===== src/sbrs_pkg.sv =====
`timescale 1ns / 1ps

package sbrs_pkg;

  typedef enum logic [2:0] {
    CMD_GYRO_RDY  = 3'd0,
    CMD_ACCEL_RDY = 3'd1,
    CMD_MAG_RDY   = 3'd2,
    CMD_BUS_DONE  = 3'd3,
    CMD_TICK      = 3'd4
  } cmd_t;

  typedef enum logic [2:0] {
    ACT_NONE        = 3'd0,
    ACT_REQUEST     = 3'd1,
    ACT_RECEIVE     = 3'd2,
    ACT_START_TEMP  = 3'd3,
    ACT_START_PRESS = 3'd4,
    ACT_STOP        = 3'd5,
    ACT_RESET       = 3'd6
  } action_t;

  typedef enum logic [1:0] {
    DEV_GYRO  = 2'd0,
    DEV_ACCEL = 2'd1,
    DEV_MAG   = 2'd2,
    DEV_PRESS = 2'd3
  } dev_t;

  typedef enum logic [1:0] {
    STAT_ACKED  = 2'd0,
    STAT_READ   = 2'd1,
    STAT_ERROR  = 2'd2
  } status_t;

  typedef enum logic [2:0] {
    PH_T_MEAS  = 3'd0,
    PH_T_READY = 3'd1,
    PH_T_RECV  = 3'd2,
    PH_P_MEAS  = 3'd3,
    PH_P_READY = 3'd4,
    PH_P_RECV  = 3'd5
  } phase_t;

  typedef enum logic [1:0] {
    REG_SENSOR_ENABLE = 2'd0,
    REG_TEMP_WAIT     = 2'd1,
    REG_PRESS_WAIT    = 2'd2
  } cfg_reg_t;

  localparam logic [2:0] SENSOR_BYTES = 3'd6;
  localparam logic [2:0] TEMP_BYTES   = 3'd2;
  localparam logic [2:0] PRESS_BYTES  = 3'd3;

  localparam logic [3:0] ENABLE_RST     = 4'd15;
  localparam logic [7:0] TEMP_WAIT_RST  = 8'd5;
  localparam logic [7:0] PRESS_WAIT_RST = 8'd26;

endpackage


===== src/sensor_bus_read_sequencer_core.sv =====
`timescale 1ns / 1ps

// an input transfer reaches the result transfer through the input register, then the result register
// throughput: one event per cycle while the result register is not stalled, set by the state update made as it loads
// an input transfer is taken while a result waits, as long as the input register is free
// reset (rst_n low, synchronous): both registers empty, pending and busy cleared,
// conversion phase back to temperature measuring, registers to their defaults
module sensor_bus_read_sequencer_core
  import sbrs_pkg::*;
(
  input  logic        clk,
  input  logic        rst_n,
  input  logic        in_valid,
  output logic        in_ready,
  input  logic [2:0]  in_command,
  input  logic [1:0]  in_device,
  input  logic [1:0]  in_bus_status,
  input  logic [31:0] in_now_ms,
  output logic        out_valid,
  input  logic        out_ready,
  output logic [2:0]  out_action,
  output logic [1:0]  out_target,
  output logic [2:0]  out_byte_count,
  output logic        out_conversion,
  input  logic        cfg_valid,
  output logic        cfg_ready,
  input  logic [1:0]  cfg_index,
  input  logic [7:0]  cfg_data
);

  logic        in_full_r;
  logic [2:0]  cmd_r;
  logic [1:0]  dev_r;
  logic [1:0]  status_r;
  logic [31:0] now_r;

  logic        out_valid_r;
  logic [2:0]  action_r;
  logic [1:0]  target_r;
  logic [2:0]  byte_count_r;
  logic        conversion_r;

  logic [3:0]  enable_r;
  logic [7:0]  temp_wait_r;
  logic [7:0]  press_wait_r;

  logic [3:0]  pend_r, pend_nxt;
  logic        busy_r, busy_nxt;
  phase_t      phase_r, phase_nxt;
  logic [31:0] start_r, start_nxt;

  logic [2:0]  act_nxt;
  logic [1:0]  tgt_nxt;
  logic [2:0]  cnt_nxt;
  logic        conv_nxt;

  logic [2:0]  srv_act;
  logic [1:0]  srv_tgt;
  logic        srv_conv;
  logic [31:0] elapsed;

  logic        out_free;
  logic        advance;

  assign out_free  = !out_valid_r || out_ready;
  assign advance   = in_full_r && out_free;
  assign in_ready  = !in_full_r || out_free;
  assign cfg_ready = 1'b1;

  assign out_valid      = out_valid_r;
  assign out_action     = action_r;
  assign out_target     = target_r;
  assign out_byte_count = byte_count_r;
  assign out_conversion = conversion_r;

  assign elapsed = now_r - start_r;

  // next read when the bus frees up
  always_comb begin
    srv_act  = ACT_STOP;
    srv_tgt  = DEV_GYRO;
    srv_conv = 1'b0;
    if (pend_r[DEV_ACCEL]) begin
      srv_act = ACT_REQUEST;
      srv_tgt = DEV_ACCEL;
    end else if (pend_r[DEV_GYRO]) begin
      srv_act = ACT_REQUEST;
      srv_tgt = DEV_GYRO;
    end else if (pend_r[DEV_MAG]) begin
      srv_act = ACT_REQUEST;
      srv_tgt = DEV_MAG;
    end else if (pend_r[DEV_PRESS] && phase_r == PH_T_READY) begin
      srv_act = ACT_REQUEST;
      srv_tgt = DEV_PRESS;
    end else if (pend_r[DEV_PRESS] && phase_r == PH_P_READY) begin
      srv_act  = ACT_REQUEST;
      srv_tgt  = DEV_PRESS;
      srv_conv = 1'b1;
    end
  end

  always_comb begin
    pend_nxt  = pend_r;
    busy_nxt  = busy_r;
    phase_nxt = phase_r;
    start_nxt = start_r;
    act_nxt   = ACT_NONE;
    tgt_nxt   = DEV_GYRO;
    cnt_nxt   = 3'd0;
    conv_nxt  = 1'b0;
    case (cmd_r)
      CMD_GYRO_RDY, CMD_ACCEL_RDY, CMD_MAG_RDY: begin
        if (enable_r[cmd_r[1:0]]) begin
          pend_nxt[cmd_r[1:0]] = 1'b1;
          if (!busy_r) begin
            act_nxt = ACT_REQUEST;
            tgt_nxt = cmd_r[1:0];
          end
        end
      end
      CMD_BUS_DONE: begin
        busy_nxt = 1'b0;
        case (status_r)
          STAT_ACKED: begin
            if (dev_r != DEV_PRESS) begin
              pend_nxt[dev_r] = 1'b0;
              act_nxt         = ACT_RECEIVE;
              tgt_nxt         = dev_r;
              cnt_nxt         = SENSOR_BYTES;
            end else begin
              case (phase_r)
                PH_T_MEAS, PH_P_MEAS: begin
                  act_nxt  = srv_act;
                  tgt_nxt  = srv_tgt;
                  conv_nxt = srv_conv;
                end
                PH_T_READY: begin
                  pend_nxt[DEV_PRESS] = 1'b0;
                  phase_nxt           = PH_T_RECV;
                  act_nxt             = ACT_RECEIVE;
                  tgt_nxt             = DEV_PRESS;
                  cnt_nxt             = TEMP_BYTES;
                end
                PH_P_READY: begin
                  pend_nxt[DEV_PRESS] = 1'b0;
                  phase_nxt           = PH_P_RECV;
                  act_nxt             = ACT_RECEIVE;
                  tgt_nxt             = DEV_PRESS;
                  cnt_nxt             = PRESS_BYTES;
                end
                default: begin
                  act_nxt = ACT_NONE;
                end
              endcase
            end
          end
          STAT_READ: begin
            if (dev_r != DEV_PRESS) begin
              act_nxt  = srv_act;
              tgt_nxt  = srv_tgt;
              conv_nxt = srv_conv;
            end else if (phase_r == PH_T_RECV) begin
              phase_nxt = PH_P_MEAS;
              start_nxt = now_r;
              act_nxt   = ACT_START_PRESS;
              tgt_nxt   = DEV_PRESS;
            end else if (phase_r == PH_P_RECV) begin
              phase_nxt = PH_T_MEAS;
              start_nxt = now_r;
              act_nxt   = ACT_START_TEMP;
              tgt_nxt   = DEV_PRESS;
            end
          end
          default: begin
            act_nxt = ACT_RESET;
            tgt_nxt = dev_r;
          end
        endcase
      end
      CMD_TICK: begin
        if (enable_r[DEV_PRESS]) begin
          if (phase_r == PH_T_MEAS && elapsed >= {24'd0, temp_wait_r}) begin
            phase_nxt           = PH_T_READY;
            pend_nxt[DEV_PRESS] = 1'b1;
            if (!busy_r) begin
              act_nxt = ACT_REQUEST;
              tgt_nxt = DEV_PRESS;
            end
          end else if (phase_r == PH_P_MEAS && elapsed >= {24'd0, press_wait_r}) begin
            phase_nxt           = PH_P_READY;
            pend_nxt[DEV_PRESS] = 1'b1;
            if (!busy_r) begin
              act_nxt  = ACT_REQUEST;
              tgt_nxt  = DEV_PRESS;
              conv_nxt = 1'b1;
            end
          end
        end
      end
      default: begin
        act_nxt = ACT_NONE;
      end
    endcase
    if (act_nxt inside {ACT_REQUEST, ACT_RECEIVE, ACT_START_TEMP, ACT_START_PRESS}) begin
      busy_nxt = 1'b1;
    end
  end

  // input register
  always_ff @(posedge clk) begin
    if (!rst_n) begin
      in_full_r <= 1'b0;
    end else if (in_valid && in_ready) begin
      in_full_r <= 1'b1;
    end else if (advance) begin
      in_full_r <= 1'b0;
    end
  end

  always_ff @(posedge clk) begin
    if (in_valid && in_ready) begin
      cmd_r    <= in_command;
      dev_r    <= in_device;
      status_r <= in_bus_status;
      now_r    <= in_now_ms;
    end
  end

  // result register
  always_ff @(posedge clk) begin
    if (!rst_n) begin
      out_valid_r <= 1'b0;
    end else if (advance) begin
      out_valid_r <= 1'b1;
    end else if (out_ready) begin
      out_valid_r <= 1'b0;
    end
  end

  always_ff @(posedge clk) begin
    if (advance) begin
      action_r     <= act_nxt;
      target_r     <= tgt_nxt;
      byte_count_r <= cnt_nxt;
      conversion_r <= conv_nxt;
    end
  end

  // sequencer state
  always_ff @(posedge clk) begin
    if (!rst_n) begin
      pend_r  <= 4'd0;
      busy_r  <= 1'b0;
      phase_r <= PH_T_MEAS;
      start_r <= 32'd0;
    end else if (advance) begin
      pend_r  <= pend_nxt;
      busy_r  <= busy_nxt;
      phase_r <= phase_nxt;
      start_r <= start_nxt;
    end
  end

  // configuration registers
  always_ff @(posedge clk) begin
    if (!rst_n) begin
      enable_r     <= ENABLE_RST;
      temp_wait_r  <= TEMP_WAIT_RST;
      press_wait_r <= PRESS_WAIT_RST;
    end else if (cfg_valid && cfg_ready) begin
      case (cfg_index)
        REG_SENSOR_ENABLE: enable_r     <= cfg_data[3:0];
        REG_TEMP_WAIT:     temp_wait_r  <= cfg_data;
        REG_PRESS_WAIT:    press_wait_r <= cfg_data;
        default: begin
        end
      endcase
    end
  end

endmodule


===== config.mk =====
export PLATFORM = sky130hd
export DESIGN_NAME = sensor_bus_read_sequencer_core
export DESIGN_NICKNAME = d
export VERILOG_FILES = /design/src/sbrs_pkg.sv /design/src/sensor_bus_read_sequencer_core.sv
export SDC_FILE = /design/constraint.sdc
export NUM_CORES = 1
export LEC_CHECK = 0
export BUFFER_PORTS_ARGS = -buffer_cell sky130_fd_sc_hd__buf_2
export CORE_ASPECT_RATIO = 0.7
export CORE_MARGIN = 4
export CORE_UTILIZATION = 25
export CTS_CLUSTER_DIAMETER = 80
export DETAILED_ROUTE_END_ITERATION = 8
export GPL_TIMING_DRIVEN = 0
export PLACE_DENSITY = 0.45
export SYNTH_ARGS = -nofsm -noshare
export SYNTH_HDL_FRONTEND = slang
export SYNTH_SLANG_ARGS = --single-unit

===== constraint.sdc =====
create_clock -name clk -period 4.5 [get_ports clk]
set_clock_uncertainty 0.05 [all_clocks]
set_input_delay 0.675 -clock clk [delete_from_list [all_inputs] [get_ports clk]]
set_output_delay 0.675 -clock clk [all_outputs]
set_load 0.02 [all_outputs]

==> metrics.md <==
| Metric | Value |
|---|---|
| Total of max-cap violations | 0 |
| Sequential area share after synthesis | 37.1% |
| WS Path Type | reg2reg |
| Crit path DAT | 4.52 ns |
| Nets | 1025 |
| Post-Synthesis Cells | 850 |
| Vias per cell | 4.89 |
| Share of layout cells above drive strength 1 | 11.4% |
| Antenna violation net count after detailed routing | 0 |
| Full die area | 31800 um2 |
| RD Place Congestion | 0.866 |
| Vias | 6347 |
| Ys async rst share | 0% |
| Worst-Skew Late Latency | 0.38 ns |
| Fin area | 8330 um2 |
| Hold Crit Class | reg2reg |
| #FFs+latches synth | 110 |
| Clock transition at the registers of the reported paths | 0.08 ns |
| Resized cells post-CTS | 1 |
| Total length of routed wires | 20.6 mm |
| Antenna violations before repair | 1 |
| Critical path startpoint category | flip-flop |
| Largest net degree at the start of global routing | 28 |
| Hold slack | 0.414 ns |
| CTS Buf Count | 9 |
| Syn. warnings | 0 |
| Syn-to-layout area delta | 15.1% |
| I/O pin count | 66 |
| Synth cell types | 80 |
| Post-CTS Setup Inserts | 0 |
| Most common flop cell mapped by yosys | dfxtp_1 |
| Most frequent cells in the layout | 133 x nand2_1, 66 x buf_2, 63 x inv_1 |
| Drt pass-1 iters | 5 |
| Maximum VDD drop | 0.000216 V |
| Post-route setup TNS | 0 ns |
| Fin crit period | 4.30 ns |
| Netlist Area Pre-Place | 7230 um2 |
| Setup WS pre-CTS | 0.0213 ns |
| Final-report hold violation count | 0 |
| Commonest non-fill, non-tap cell in the layout | nand2_1 |
| Power Density | 275 nW/um2 |
| Die X | 211 um |
| Fmax | 0.233 GHz |
| # clock sinks | 110 |
| Post-DP Area | 8030 um2 |
| Post-synth EDFFs | 48 |
| Initial core utilization | 25.7% |
| # hold bufs at CTS | 0 |
| Fin crit share | 95.5% |
| CP Capture Type | flip-flop |
| First-pass GRT wire length | 33.4 mm |
| GR Overflow Total | 0 |
| Slew Viols, Final | 0 |
| Rel. slew slack | 36.2% |
| Port Buf Inserts | 63 |
| Clock Path Buffers | 2 |
| CTS H-tree depth | 3 |
| Static Leak | 3.06 nW |
| Hpwl dp | 16.2 mm |
| Inserted Diodes | 0 |
| Initial detailed-routing violation count | 498 |
| Vias in the first global route | 5996 |
| Status | complete, no violations |
| Root Buffer | clkbuf_16 |
| DR WL/cell | 15.8 um |
| Final setup viols | 0 |
| Finished Layout Cells | 1299 |
| Mapped Avg Cell Area | 8.51 um2 |
| Slew @ Worst Pin | 0.956 ns |
| Slack of the critical path | 0.202 ns |
| Total core area | 28100 um2 |
| Site Rows | 51 |
| Crit Path Max Fanout | 6 |
| CTS tree | built |
| Mapped Nets | 952 |
| Cell total after placement | 1285 |
| Post-route DRC | 0 |
| All-Layer GR Usage | 13.4% |
| Worst EP required | 4.72 ns |
| Die height | 150 um |
path summary, 6_finish.rpt:
kind	startpoint	endpoint	slack, ns	cells past startpoint
setup / recovery	now_r[0]$_DFFE_PP_	busy_r$_SDFFE_PN0P_	0.20	15
hold / removal	start_r[14]$_SDFFE_PN0P_	start_r[14]$_SDFFE_PN0P_	0.41	2
setup reg to reg	now_r[0]$_DFFE_PP_	busy_r$_SDFFE_PN0P_	0.20	15
hold reg to reg	start_r[14]$_SDFFE_PN0P_	start_r[14]$_SDFFE_PN0P_	0.41	2
synth_stat cells (9+ instances only):
library cell  instances  share of area (%)
nand2_1             133                6.9
inv_1                63                3.3
dfxtp_1              62                 17
a21oi_1              52                3.6
edfxtp_1             48                 20
nor2_1               48                2.5
ha_1                 47                8.1
clkbuf_1             38                2.0
o21ai_0              36                2.5
a21boi_0             34                3.5
nor3_1               26                1.8
mux2i_1              21                2.9
nor2b_1              19                1.6
a21o_1               15                1.6
o21a_1               12                1.2
nand3_1              10               0.69
nand2b_1              9               0.78
or3_1                 9               0.78
layout make-up:
| class | count | area, um2 |
|---|---|---|
| buffer | 42 | 169 |
| clock buffer | 11 | 233 |
| clock inverter | 5 | 43.8 |
| fill | 3039 | 19800 |
| inverter | 63 | 236 |
| multi-input combinational | 633 | 4160 |
| sequential | 110 | 2680 |
| tap | 371 | 464 |
| timing repair buffer | 64 | 335 |
metal layers:
metal	wire (um)	GRT usage (%)
met4	223	3.47
met5	13	0
met1	11700	21.4
met3	1130	3.40
met2	7480	17.4
power by group:
group / internal (W) / total [W] / switching (W)
Clock: 0.000383 / 0.000784 / 0.000401
Combinational: 0.000157 / 0.000406 / 0.000249
Sequential: 0.00108 / 0.00110 / 0.0000214
Total: 0.00162 / 0.00229 / 0.000671
flip-flops by register name (all words and copies together) (netlist names), 2 cells and up:
name	count
now_r	32
start_r	32
press_wait_r	8
temp_wait_r	8
enable_r	4
pend_r	4
cmd_r	3
out_action	3
out_byte_count	3
phase_r	3
dev_r	2
out_target	2
status_r	2
logic make-up (layout without fill, tap and decap cells):
| logic type | Yosys count | in the layout | synth area share, % |
|---|---|---|---|
| fa+ha+maj | 48 | 48 | 8.41 |
| mux | 23 | 23 | 3.22 |
| simple gates | 312 | 312 | 21.0 |
| buf+inv | 107 | 185 | 5.71 |
| compound gates | 239 | 239 | 23.3 |
| xor+xnor | 10 | 10 | 1.21 |
| flops | 110 | 110 | 37.1 |
| other cells | 1 | 1 | 0.0519 |
worst max-delay path, stage by stage, from the launching register on:
cell and delay (ns):
edfxtp_1 0.46, inv_1 0.09, ha_1 0.20, fa_1 0.26, nor2b_4 0.06, o2111a_1 0.29
or4_4 0.55, nand2_2 0.10, o21ai_1 0.06, or4b_1 0.54, or4_4 0.56, nor2_4 0.17
a31oi_4 0.15, a22oi_4 0.29, a31oi_1 0.11, o31a_1 0.26
metrics by stage:
step / power, W / utilization, %
finish: 0.00229 / 29.6
global route: 0.00243 / 29.6
CTS: 0.00233 / 29.5
detailed placement: 0.00152 / 28.5
global placement: 0.00152 / 28.5
floorplan: 0.00140 / -
(Power assumes the default switching activity.)
